==> src/jdz_pkg.sv <==
`timescale 1ns / 1ps
`default_nettype none

package jdz_pkg;

   // Field and datapath widths.
   localparam int DZ_W     = 15;
   localparam int RAW_W    = 16;
   localparam int DATA_W   = 32;
   localparam int USER_W   = 2;
   localparam int CSR_IX_W = 1;
   localparam int MAG_W    = 17;
   localparam int L2_W     = 32;
   localparam int ROOT_W   = 24;
   localparam int Q_W      = 16;
   localparam int DIFF_W   = 24;
   localparam int DEN_W    = 23;
   localparam int PROD_W   = 39;
   localparam int N1_W     = 41;
   localparam int D1_W     = 24;
   localparam int PX_W     = 32;
   localparam int N2_W     = 42;
   localparam int D2_W     = 25;

   localparam logic [DZ_W-1:0] FULL_SCALE    = 15'd32767;
   localparam logic [DZ_W-1:0] STICK_DZ_INIT = 15'd4915;
   localparam logic [DZ_W-1:0] TRIG_DZ_INIT  = 15'd1638;

   // Mode codes carried in tuser.
   localparam logic [1:0] MODE_AXIAL   = 2'd0;
   localparam logic [1:0] MODE_TRIGGER = 2'd1;
   localparam logic [1:0] MODE_RADIAL  = 2'd2;

   // Register indexes of the control port.
   localparam logic [CSR_IX_W-1:0] CSR_STICK_DZ = 1'd0;
   localparam logic [CSR_IX_W-1:0] CSR_TRIG_DZ  = 1'd1;

   // Per-sample context from the front stages into the square root.
   typedef struct packed {
      logic [1:0]       mode;
      logic             x_neg;
      logic             y_neg;
      logic [MAG_W-1:0] ax;
      logic [MAG_W-1:0] ay;
      logic [DZ_W-1:0]  m;
      logic             lt;
      logic             zr;
   } ctx_type;

   // Context that rides through the first divider.
   typedef struct packed {
      ctx_type           ctx;
      logic [ROOT_W-1:0] m8;
   } mid_type;

   // Context that rides through the x component divider.
   typedef struct packed {
      logic [1:0]      mode;
      logic            x_neg;
      logic            lt;
      logic            zr;
      logic [DZ_W-1:0] sq;
   } tail_type;

endpackage

`default_nettype wire

==> src/jdz_sqrt.sv <==
`timescale 1ns / 1ps
`default_nettype none

// Pipelined integer square root of (l2 << 16), one root bit per stage.
module jdz_sqrt #(
   parameter int SW = 1
) (
   input  wire logic                       clock,
   input  wire logic                       reset,
   input  wire logic                       en,
   input  wire logic                       in_valid,
   input  wire logic [jdz_pkg::L2_W-1:0]   in_l2,
   input  wire logic [SW-1:0]              in_sb,
   output logic                            out_valid,
   output logic [jdz_pkg::ROOT_W-1:0]      out_root,
   output logic [SW-1:0]                   out_sb
);
   import jdz_pkg::*;

   localparam int STEPS = ROOT_W;
   localparam int V_W   = 2 * ROOT_W;
   localparam int RW    = ROOT_W + 3;

   logic [V_W-1:0]    s_v    [STEPS+1];
   logic [RW-1:0]     s_rem  [STEPS+1];
   logic [ROOT_W-1:0] s_root [STEPS+1];
   logic [SW-1:0]     s_sb   [STEPS+1];
   logic              s_vld  [STEPS+1];

   // The radicand is the squared length scaled up by 2^16.
   assign s_v[0]    = {in_l2, {(V_W-L2_W){1'b0}}};
   assign s_rem[0]  = '0;
   assign s_root[0] = '0;
   assign s_sb[0]   = in_sb;
   assign s_vld[0]  = in_valid;

   for (genvar i = 0; i < STEPS; i++) begin : g_step
      logic [V_W-1:0]    v_ff;
      logic [RW-1:0]     rem_ff;
      logic [ROOT_W-1:0] root_ff;
      logic [SW-1:0]     sb_ff;
      logic              vld_ff;
      logic [RW-1:0]     rem_sh;
      logic [RW-1:0]     trial;
      logic              take;

      // Bring down the next two radicand bits and try the next root bit.
      assign rem_sh = {s_rem[i][RW-3:0], s_v[i][V_W-1 -: 2]};
      assign trial  = {1'b0, s_root[i], 2'b01};
      assign take   = (rem_sh >= trial);

      always_ff @(posedge clock) begin
         if (reset) begin
            vld_ff <= 1'b0;
         end else if (en) begin
            vld_ff <= s_vld[i];
         end
      end

      always_ff @(posedge clock) begin
         if (en) begin
            rem_ff  <= take ? (rem_sh - trial) : rem_sh;
            root_ff <= {s_root[i][ROOT_W-2:0], take};
            v_ff    <= {s_v[i][V_W-3:0], 2'b00};
            sb_ff   <= s_sb[i];
         end
      end

      assign s_v[i+1]    = v_ff;
      assign s_rem[i+1]  = rem_ff;
      assign s_root[i+1] = root_ff;
      assign s_sb[i+1]   = sb_ff;
      assign s_vld[i+1]  = vld_ff;
   end

   assign out_valid = s_vld[STEPS];
   assign out_root  = s_root[STEPS];
   assign out_sb    = s_sb[STEPS];

endmodule

`default_nettype wire

==> config.mk <==
export PLATFORM = sky130hd
export DESIGN_NAME = jdz_sqrt
export DESIGN_NICKNAME = d
export VERILOG_FILES = /design/src/jdz_pkg.sv /design/src/jdz_sqrt.sv
export SDC_FILE = /design/constraint.sdc
export NUM_CORES = 2
export LEC_CHECK = 0
export ABC_AREA = 1
export BUFFER_PORTS_ARGS = -buffer_cell sky130_fd_sc_hd__buf_4
export CORE_MARGIN = 2
export CORE_UTILIZATION = 45
export DETAILED_ROUTE_END_ITERATION = 8
export SLEW_MARGIN = 10
export SYNTH_ARGS = -nofsm -noshare
export SYNTH_HDL_FRONTEND = slang
export SYNTH_SLANG_ARGS = --single-unit
==> constraint.sdc <==
create_clock -name clock -period 4.5 [get_ports clock]
set_input_delay 0 -clock clock [delete_from_list [all_inputs] [get_ports clock]]
set_output_delay 0 -clock clock [all_outputs]
set_load 0.05 [all_outputs]
==> summary.md <==
| Metric | Value |
|---|---|
| Remaining global-route overflow | `0` |
| Commonest non-fill, non-tap cell in the layout | `nand2_1` |
| Worst vdd rail ir drop | `0.349 mV` |
| Initial antenna violation count | `1` |
| Most frequent cells in the layout | `3096 x nand2_1, 1546 x inv_1, 1100 x edfxtp_1` |
| ANT cells | `0` |
| Worst Path Required | `4.91 ns` |
| Total Wirelength | `around 190000 um` |
| Core area | `between 100000 and 150000 sq um` |
| Root buf cell | `clkbuf_16` |
| Synth Cell Area | `around 68000 sq um` |
| Via/cell ratio | `between 4 and 5` |
| Setup violations, final | `0` |
| Clock Sinks | `roughly 1100` |
| Post-DRT Antenna Nets | `0` |
| Vias | `roughly 54000` |
| Die area | `154000 sq um` |
| Vias in the first global route | `~51000` |
| Largest net degree at the start of global routing | `between 100 and 150` |
| Setup CP Type | `reg -> reg` |
| Number of enable flip-flop cells after synthesis | `1100` |
| Inserted Clock Buffers | `131` |
| Maxcap violations | `0` |
| First-pass GRT wire length | `287000 um` |
| Compound-cell area share of the yosys netlist | `between 4 and 5%` |
| Worst-path clk slew | `about 0.06 ns` |
| Die height | `between 300 and 400 um` |
| Critical Path AT | `approximately 3.4 ns` |
| Syn_nets | `~9000` |
| Syn. warnings | `0` |
| R2R depth | `9` |
| Setup ws final | `about 1.5 ns` |
| Final period utilization | `66.2%` |
| I/O Buffers | `between 60 and 70` |
| Pwr Density | `between 400 and 500 nW/um^2` |
| Post-synthesis sequential area ratio | `49.5%` |
| Fmax | `0.335 GHz` |
| Post-synthesis cell count | `between 8000 and 9000` |
| Min cycle time layout | `roughly 3.0 ns` |
| Fin. max-slew vios | `0` |
| FF-to-FF Start | `g_step[6].rem_ff[0]` |
| Pleak | `between 0.03 and 0.04 uW` |
| Rows | `between 100 and 150` |
| Multiplexer share of the synthesized area | `0%` |
| Hold WC Path Type | `in -> reg` |
| FF+latch count, synth | `around 1100` |
| Clk Latency, worst-skew pair | `approximately 0.80 ns` |
| Largest family of logic cells by synthesized area | `simple AND/OR/NAND/NOR gates` |
| Layout cells sized above 1 | `just over 5%` |
| Starting Density | `between 40% and 50%` |
| Crit. End Element | `flip-flop` |
| Adder-Cell Fraction of Synth Area | `under 10%` |
| DIE WIDTH | `roughly 390 um` |
| H-tree levels | `4` |
| TritonCTS clock tree | `done` |
| Routed len/inst | `around 17 um` |
| Synth Area in XOR/XNOR | `between 2 and 2.5%` |
| Post_cts resized | `0` |
| Mean Syn Cell Area | `~8 sq um` |
| Tot Pwr | `about 32000 uW` |
| Final hold vios | `0` |
| Metal3 WL | `10300 um` |
| Critical path peak fanout | `21` |
| DRC Markers | `0` |
| FF-to-FF End | `g_step[7].rem_ff[1]` |
| All-Layer GR Usage | `around a quarter` |
| 1st-pass router iterations | `6` |
| TNS Setup | `0 ns` |
| Unique masters post-synth | `58` |
| Max_slew headroom | `a little over a third` |
| Area delta synth->final | `11.7%` |
| Status | `finished clean` |
| Gpl congestion | `around 0.95` |
| Post-synthesis simple-gate area fraction | `between 20% and 30%` |
| Met2 wire length | `a little under 80000 um` |
| Worst-Margin Slew | `just under 1 ns` |
| Detailed Place HPWL | `between 100000 and 150000 um` |
| Worst clock skew | `0.0388 ns` |
| FF-to-FF setup slack | `~1.5 ns` |
| Min Hold Slack | `0.0759 ns` |
| Clock Tree Buf Depth | `3` |
| Crit start category | `flip-flop` |
| Final layout net count | `about 9000` |
| Asr flop ratio synth | `0%` |
| Met1 WL | `roughly 92000 um` |
| Pre-CTS WS | `around 1.6 ns` |
| Top_reg_cell synth | `edfxtp_1` |
| DRT iter0 DRCs | `4696` |
| CP endpoint | `g_step[7].rem_ff[1]` |
| RSZ-0062 raised after global routing | `false` |
| Worst Setup SP | `g_step[6].rem_ff[0]` |
| # IOs | `63` |
| Top sig layer | `met5` |
worst min-delay path by stage:
stage	to	depth (start not counted)	slack (ns)	from
final	g_step[0].rem_ff[0]	4	0.08	in_l2[31]
after global routing	g_step[0].rem_ff[0]	4	0.09	in_l2[31]
after CTS	g_step[0].rem_ff[0]	4	0.03	in_l2[31]
after detailed placement	g_step[0].v_ff[47]	1	0.18	in_l2[29]
after global placement	g_step[0].v_ff[39]	1	0.18	in_l2[21]
after floorplan	g_step[20].vld_ff	1	0.07	reset
layout make-up:
| type | count | area [sq um] |
|---|---|---|
| fillers | 14524 | 74000 |
| repair buffers | 165 | 1540 |
| well taps | 2016 | 2520 |
| multi-input cells | 5680 | 27700 |
| inverters | 1571 | 5900 |
| flip-flops and latches | 1124 | 33500 |
| clock inverters | 82 | 992 |
| clock buffers | 158 | 3420 |
metal layers:
layer / vias to the layer above / global-route usage [%]
met5: - / 0
met1: 24783 / 36.4
met3: 223 / 3.73
met4: 2 / 5.38
met2: 1202 / 36.3
li1: 27309 / -
sequential cells by signal, indices dropped and copies added, names as in the netlist:
name / count
out_sb: 1
out_valid: 1
g_step.root_ff: 276
g_step.sb_ff: 23
out_root: 24
g_step.v_ff: 240
g_step.rem_ff: 536
g_step.vld_ff: 23
through the flow:
| stage | instances | utilization, % | cell area [sq um] |
|---|---|---|---|
| 2_1_floorplan | 8445 | - | 67700 |
| 5_1_grt | 10796 | 50.5 | 75600 |
| 3_3_place_gp | 10482 | 47.1 | 70500 |
| 4_1_cts | 10796 | 50.5 | 75600 |
| 6_report | 10796 | 50.5 | 75600 |
| 3_5_place_dp | 10482 | 47.1 | 70500 |
cells by family (layout without fill, tap and decap cells):
logic type | Yosys count | in the layout
simple gates | 4671 | 4671
buf+inv | 1641 | 1976
flops | 1124 | 1124
compound gates | 511 | 511
fa+ha+maj | 317 | 317
xor+xnor | 180 | 180
other cells | 1 | 1
Yosys cell counts (8+ instances only):
cell / number / area, sq um
o21ai_2: 12 / 105
ha_1: 310 / 3880
nor2_2: 29 / 181
o21ai_0: 122 / 611
nor3_1: 54 / 270
nor2_1: 684 / 2570
buf_2: 19 / 95.1
xor2_1: 116 / 1020
nand4_1: 129 / 807
edfxtp_1: 1100 / 33000
o211ai_1: 8 / 60.1
nand2_2: 24 / 150
nand2_1: 3096 / 11600
buf_6: 24 / 270
inv_1: 1546 / 5800
clkbuf_1: 9 / 33.8
o21ai_1: 29 / 145
inv_2: 23 / 86.3
nor2_4: 15 / 169
xnor2_1: 64 / 561
dfxtp_1: 24 / 480
nand3_1: 522 / 2610
nand3_2: 8 / 80.1
a21oi_1: 291 / 1460
a21oi_2: 23 / 201
or2_2: 13 / 81.3
buf_4: 16 / 120
and2_1: 12 / 75.1
nand3b_1: 66 / 495
critical path, stage by stage, from the launching register on:
cell      delay [ns]
edfxtp_1        0.44
ha_1            0.40
o21ai_0         0.12
nand2_1         0.17
nand2_1         0.09
nand2_1         0.14
nand2_1         0.11
nand3_1         0.09
nor2_2          0.62
o21ai_0         0.46
repair_timing:
| item | in CTS | in global routing |
|---|---|---|
| setup endpoints to repair | 0 | 0 |
| hold buffers | 74 | 0 |
| setup buffers | 0 | 0 |
| endpoints found under the hold margin | 201 | 0 |
where the power goes:
part / total, uW / internal, uW / leakage [uW] / switching (uW)
sequential: 13800 / 12900 / 0.0106 / 839
clock: 10800 / 6190 / 0.00212 / 4640
combinational: 7290 / 2380 / 0.0228 / 4910
Note: power is estimated with default switching activity, not from simulation.
