===== src/jdz_pkg.sv =====
`timescale 1ns / 1ps
`default_nettype none

package jdz_pkg;

   // Field and datapath widths.
   localparam int DZ_W     = 15;
   localparam int RAW_W    = 16;
   localparam int DATA_W   = 32;
   localparam int USER_W   = 2;
   localparam int CSR_IX_W = 1;
   localparam int MAG_W    = 17;
   localparam int L2_W     = 32;
   localparam int ROOT_W   = 24;
   localparam int Q_W      = 16;
   localparam int DIFF_W   = 24;
   localparam int DEN_W    = 23;
   localparam int PROD_W   = 39;
   localparam int N1_W     = 41;
   localparam int D1_W     = 24;
   localparam int PX_W     = 32;
   localparam int N2_W     = 42;
   localparam int D2_W     = 25;

   localparam logic [DZ_W-1:0] FULL_SCALE    = 15'd32767;
   localparam logic [DZ_W-1:0] STICK_DZ_INIT = 15'd4915;
   localparam logic [DZ_W-1:0] TRIG_DZ_INIT  = 15'd1638;

   // Mode codes carried in tuser.
   localparam logic [1:0] MODE_AXIAL   = 2'd0;
   localparam logic [1:0] MODE_TRIGGER = 2'd1;
   localparam logic [1:0] MODE_RADIAL  = 2'd2;

   // Register indexes of the control port.
   localparam logic [CSR_IX_W-1:0] CSR_STICK_DZ = 1'd0;
   localparam logic [CSR_IX_W-1:0] CSR_TRIG_DZ  = 1'd1;

   // Per-sample context from the front stages into the square root.
   typedef struct packed {
      logic [1:0]       mode;
      logic             x_neg;
      logic             y_neg;
      logic [MAG_W-1:0] ax;
      logic [MAG_W-1:0] ay;
      logic [DZ_W-1:0]  m;
      logic             lt;
      logic             zr;
   } ctx_type;

   // Context that rides through the first divider.
   typedef struct packed {
      ctx_type           ctx;
      logic [ROOT_W-1:0] m8;
   } mid_type;

   // Context that rides through the x component divider.
   typedef struct packed {
      logic [1:0]      mode;
      logic            x_neg;
      logic            lt;
      logic            zr;
      logic [DZ_W-1:0] sq;
   } tail_type;

endpackage

`default_nettype wire


===== src/jdz_div.sv =====
`timescale 1ns / 1ps
`default_nettype none

// Pipelined restoring divider with a 16-bit quotient. The first stage flags
// quotients that do not fit, then one quotient bit is resolved per stage.
module jdz_div #(
   parameter int NW = 41,
   parameter int DW = 24,
   parameter int SW = 1
) (
   input  wire logic                    clock,
   input  wire logic                    reset,
   input  wire logic                    en,
   input  wire logic                    in_valid,
   input  wire logic [NW-1:0]           in_n,
   input  wire logic [DW-1:0]           in_d,
   input  wire logic [SW-1:0]           in_sb,
   output logic                         out_valid,
   output logic [jdz_pkg::Q_W-1:0]      out_q,
   output logic                         out_sat,
   output logic [SW-1:0]                out_sb
);
   import jdz_pkg::*;

   logic [NW-1:0]  s_rem [Q_W+1];
   logic [DW-1:0]  s_d   [Q_W+1];
   logic [Q_W-1:0] s_q   [Q_W+1];
   logic           s_sat [Q_W+1];
   logic [SW-1:0]  s_sb  [Q_W+1];
   logic           s_vld [Q_W+1];

   logic [NW-1:0]  rem0_ff;
   logic [DW-1:0]  d0_ff;
   logic           sat0_ff;
   logic [SW-1:0]  sb0_ff;
   logic           vld0_ff;

   // Overflow check: the quotient needs more than Q_W bits.
   always_ff @(posedge clock) begin
      if (reset) begin
         vld0_ff <= 1'b0;
      end else if (en) begin
         vld0_ff <= in_valid;
      end
   end

   always_ff @(posedge clock) begin
      if (en) begin
         rem0_ff <= in_n;
         d0_ff   <= in_d;
         sat0_ff <= (in_n >= (NW'(in_d) << Q_W));
         sb0_ff  <= in_sb;
      end
   end

   assign s_rem[0] = rem0_ff;
   assign s_d[0]   = d0_ff;
   assign s_q[0]   = '0;
   assign s_sat[0] = sat0_ff;
   assign s_sb[0]  = sb0_ff;
   assign s_vld[0] = vld0_ff;

   for (genvar j = 0; j < Q_W; j++) begin : g_bit
      localparam int K = Q_W - 1 - j;
      logic [NW-1:0]  rem_ff;
      logic [DW-1:0]  d_ff;
      logic [Q_W-1:0] q_ff;
      logic           sat_ff;
      logic [SW-1:0]  sb_ff;
      logic           vld_ff;
      logic [NW-1:0]  trial;
      logic           take;

      // Subtract the divisor shifted to this quotient bit when it fits.
      assign trial = NW'(s_d[j]) << K;
      assign take  = (s_rem[j] >= trial);

      always_ff @(posedge clock) begin
         if (reset) begin
            vld_ff <= 1'b0;
         end else if (en) begin
            vld_ff <= s_vld[j];
         end
      end

      always_ff @(posedge clock) begin
         if (en) begin
            rem_ff <= take ? (s_rem[j] - trial) : s_rem[j];
            d_ff   <= s_d[j];
            q_ff   <= {s_q[j][Q_W-2:0], take};
            sat_ff <= s_sat[j];
            sb_ff  <= s_sb[j];
         end
      end

      assign s_rem[j+1] = rem_ff;
      assign s_d[j+1]   = d_ff;
      assign s_q[j+1]   = q_ff;
      assign s_sat[j+1] = sat_ff;
      assign s_sb[j+1]  = sb_ff;
      assign s_vld[j+1] = vld_ff;
   end

   assign out_valid = s_vld[Q_W];
   assign out_q     = s_q[Q_W];
   assign out_sat   = s_sat[Q_W];
   assign out_sb    = s_sb[Q_W];

endmodule

`default_nettype wire


===== config.mk =====
export PLATFORM = sky130hd
export DESIGN_NAME = jdz_div
export DESIGN_NICKNAME = d
export VERILOG_FILES = /design/src/jdz_pkg.sv /design/src/jdz_div.sv
export SDC_FILE = /design/constraint.sdc
export NUM_CORES = 2
export LEC_CHECK = 0
export BUFFER_PORTS_ARGS = -buffer_cell sky130_fd_sc_hd__buf_2
export CORE_MARGIN = 4
export CORE_UTILIZATION = 57
export DETAILED_ROUTE_END_ITERATION = 7
export PLACE_DENSITY = 0.79
export SKIP_LAST_GASP = 1
export SLEW_MARGIN = 15
export SYNTH_ARGS = -nofsm -noshare
export SYNTH_HDL_FRONTEND = slang
export SYNTH_SLANG_ARGS = --single-unit

===== constraint.sdc =====
create_clock -name clock -period 3.5 [get_ports clock]
set_input_delay 0.7 -clock clock [delete_from_list [all_inputs] [get_ports clock]]
set_output_delay 0.7 -clock clock [all_outputs]
set_load 0.03 [all_outputs]

==> results.cfg <==
[run_status]
status = finished, violations left
violations = negative setup slack

[floorplanning]
top_level_ports = 89
die_x_um = 343
die_h_um = 343
dieArea_um2 = 118000
fp-row-count = 122
coreArea_um2 = 111000
start_util_pct = 57.7

[timing]
post-route-period-util_pct = 101
fmax_ghz = 0.282
slew_violations = 0
setup_viol = 3
setup_ws_ns = -0.0522
hold_viol = 0
rsz0062_at_grt = yes
finalClockSkew_ns = 0.0277
slew_headroom_pct = 55.1
min_period_ns = 3.55
worst_slew_pin_slew_ns = 0.674

[yosys]
synth_fa_ha_area_share_pct = 8.43
synth_cells = 5490
synthArstFlopShare_pct = 0
yosysUniqueCellTypes = 82
synthMuxAreaShare_pct = 1.76
ys_seq_elements = 1227
synth-simple-area-share_pct = 10.8
synth_top_family_by_area = compound AO/OA/AOI/OAI gates
ys_seq_area_share_pct = 57.2
synthXorXnorAreaFrac_pct = 5.78
yosys.area.top_type = edfxtp_1
syn-num-nets = 5983
synth_top_cell_area_share_pct = 56.7
synthFlopType = edfxtp_1
synth_compound_area_share_pct = 12.5
synth-warning-count = 0
synth_edf_count = 1210
synthTopCellsByArea = edfxtp_1 57%, ha_1 8.0%, a21oi_1 3.8%
netlist_area_um2 = 64100
synth.avg_cell_area_um2 = 11.7

[detailed_routing]
wl_per_cell_um = 19.3
drt_iter0_markers = 2394
routed_wl_um = 149000
dr.pass1.iters = 7
drc = 0
avgViaCountPerCell = 5.70
vias = 44000
ant_nets = 0

[clock_network]
cts_buffers = 136
clk_latency_ns = 0.75
cts_tree = yes
htreeDepth = 4
clock-root-buffer = clkbuf_16
clkTransAtPathRegs_ns = 0.06
clock-sinks = 1227
clockBufferDepth = 3

[critical_path]
crit-reg2reg-capture = g_bit[14].rem_ff[33]$_DFFE_PP_
worstPathBufferInverterCount = 6
cp_data_arrival_time_ns = 4.03
cp_max_fo = 2
rrSetupSlack_ns = -0.05
reg2reg_from = g_bit[13].rem_ff[1]$_DFFE_PP_
crit_path_cell_trace = inv_1, ha_1, inv_1, fa_2, a21o_1, a21oi_2, o211ai_1, a211oi_2, buf_4, o31ai_1, buf_4, buf_4, a21oi_2, o211ai_2, or3_4, buf_4, xnor2_1
rr_worst_depth = 17
critical-path-slowest-cell = edfxtp_1
startpoint_type = flip-flop
cp_slowest_stage_delay_ns = 0.39
crit_type = flip-flop to flip-flop
critPathRequiredTime_ns = 3.98
crit_top_cell = buf_4
path_depth = 17
cpLargestDelayFamily = compound AO/OA/AOI/OAI gates
worstSetupEndpointType = flip-flop

[finish]
synthToLayoutAreaGrowth_pct = 17.9
final_cell_area_um2 = 75600
nets = 6622
drive_above_1_share_pct = 17.1

[power]
p_leak_nw = 30.5
ir_worst_vdd_v = 0.000549
power_density_nw_per_um2 = 788
report.power.total_mw = 59.6

[worst_hold_path]
hold_path.class = input pin to flip-flop
hold_path_depth = 1
min_to = d0_ff[11]$_DFFE_PP_
min_from = in_d[11]

[global_route]
grt_max_degree = 120
grt_pass1_vias = 45700
grt.total_usage_pct = 25.0
antenna_found_initial = 0
overflow = 0
grt_pass1_wl_um = 231000

[placed_design]
gp_congestion = 1.02
dp_hpwl_um = 113000
io_buffers = 88
dpl_cell_area_um2 = 70100

[job]
maxCapViolations = 0
[how the worst max path moves through the flow]
stage	start	end	slack [ns]
5_1_grt	g_bit[1].d_ff[1]$_DFFE_PP_	g_bit[2].rem_ff[40]$_DFFE_PP_	-0.13
4_1_cts	g_bit[9].rem_ff[5]$_DFFE_PP_	g_bit[10].rem_ff[7]$_DFFE_PP_	-0.02
3_3_place_gp	g_bit[13].rem_ff[1]$_DFFE_PP_	g_bit[14].rem_ff[35]$_DFFE_PP_	-0.20
2_1_floorplan	g_bit[12].rem_ff[10]$_DFFE_PP_	g_bit[13].rem_ff[35]$_DFFE_PP_	0.1
6_report	g_bit[13].rem_ff[1]$_DFFE_PP_	g_bit[14].rem_ff[33]$_DFFE_PP_	-0.05
3_5_place_dp	g_bit[2].rem_ff[13]$_DFFE_PP_	g_bit[3].rem_ff[38]$_DFFE_PP_	-0.26
[power by group]
group / internal [mW] / total, mW / switching [mW] / leakage, nW
Sequential: 20.4 / 22.2 / 1.85 / 11.8
Clock: 8.06 / 13.8 / 5.76 / 2.12
Combinational: 10.7 / 23.5 / 12.8 / 16.6
[cell families (layout without fill, tap and decap cells)]
| family | after synthesis | after routing |
|---|---|---|
| simple gates | 1405 | 1405 |
| compound gates | 1306 | 1306 |
| flops | 1227 | 1227 |
| buf+inv | 605 | 1351 |
| fa+ha+maj | 423 | 423 |
| xor+xnor | 423 | 423 |
| mux | 101 | 101 |
| other cells | 0 | 1 |
[per-stage QoR]
step                utilization, %  setup TNS (ns)  hold WS [ns]  worst slack (ns)  std cells
global route                  68.0           -3.78         0.105            -0.125       7724
detailed placement            63.1          -12.24         0.405            -0.259       7454
CTS                           67.2          -0.174        0.0813           -0.0249       7704
finish                        68.0         -0.0923         0.134           -0.0522       7725
floorplan                        -               0         0.400            0.0957       5490
global placement              63.1           -7.62         0.401            -0.201       7454
[final cells by class]
class / count / area, um^2
Sequential cell: 1227 / 36700
Multi-Input combinational cell: 3658 / 26000
Clock inverter: 87 / 812
Fill cell: 7881 / 35500
Inverter: 502 / 1880
Timing Repair Buffer: 604 / 4800
Clock buffer: 158 / 3560
Tap cell: 1488 / 1860
Antenna cell: 1 / 2.50
[cell usage in the layout, fill, tap and decap left out, types with 47 or more instances in the layout]
cell type / synthesis / final
edfxtp_1: 1210 / 1210
ha_1: 408 / 401
nor2_1: 439 / 428
nor3_1: 92 / 82
mux2_2: 79 / 78
a21oi_1: 489 / 475
buf_2: 0 / 88
nand3_1: 93 / 91
nand2b_1: 63 / 63
clkbuf_16: 0 / 139
buf_4: 0 / 475
o21a_1: 58 / 57
nand4_1: 82 / 82
o21ai_0: 288 / 276
inv_1: 498 / 497
a21o_1: 185 / 185
xnor2_1: 246 / 244
nor2b_1: 57 / 50
nand2_1: 318 / 312
xor2_1: 177 / 177
nor4_1: 61 / 47
[flip-flops by register name, indices dropped and copies added, names as in the netlist, 15 cells and up]
name / cells
g_bit.d_ff: 360
g_bit.q_ff: 120
g_bit.sat_ff: 15
d0_ff: 24
g_bit.vld_ff: 15
g_bit.sb_ff: 15
out_q: 16
g_bit.rem_ff: 615
rem0_ff: 41
[cell usage after synthesis, types with 36 or more instances]
cell type,instances
o31ai_1,36
nor4_1,61
inv_1,498
a21oi_1,489
mux2_2,79
xor2_1,177
nor2b_1,57
xnor2_1,246
o21a_1,58
clkbuf_1,88
nor2_1,439
nand3_1,93
nand2_1,318
nor3_1,92
nand2b_1,63
nand4_1,82
a21o_1,185
o21ai_0,288
edfxtp_1,1210
ha_1,408
[routing by layer]
metal / vias to the layer above / wire length [um] / global-route usage [%]
li1: 21500 / - / -
met1: 21000 / 48400 / 21.9
met2: 1046 / 84100 / 50.8
met3: 486 / 4310 / 3.11
met4: 0 / 12400 / 18.5
met5: - / 0 / 0
[what timing repair did]
item	CTS	global route
hold buffers	0	0
setup endpoints to repair	160	305
pin swaps	8	42
gates cloned	0	3
gates resized for setup	30	161
buffers inserted	5	19
Power figures use the tool's default switching activity.
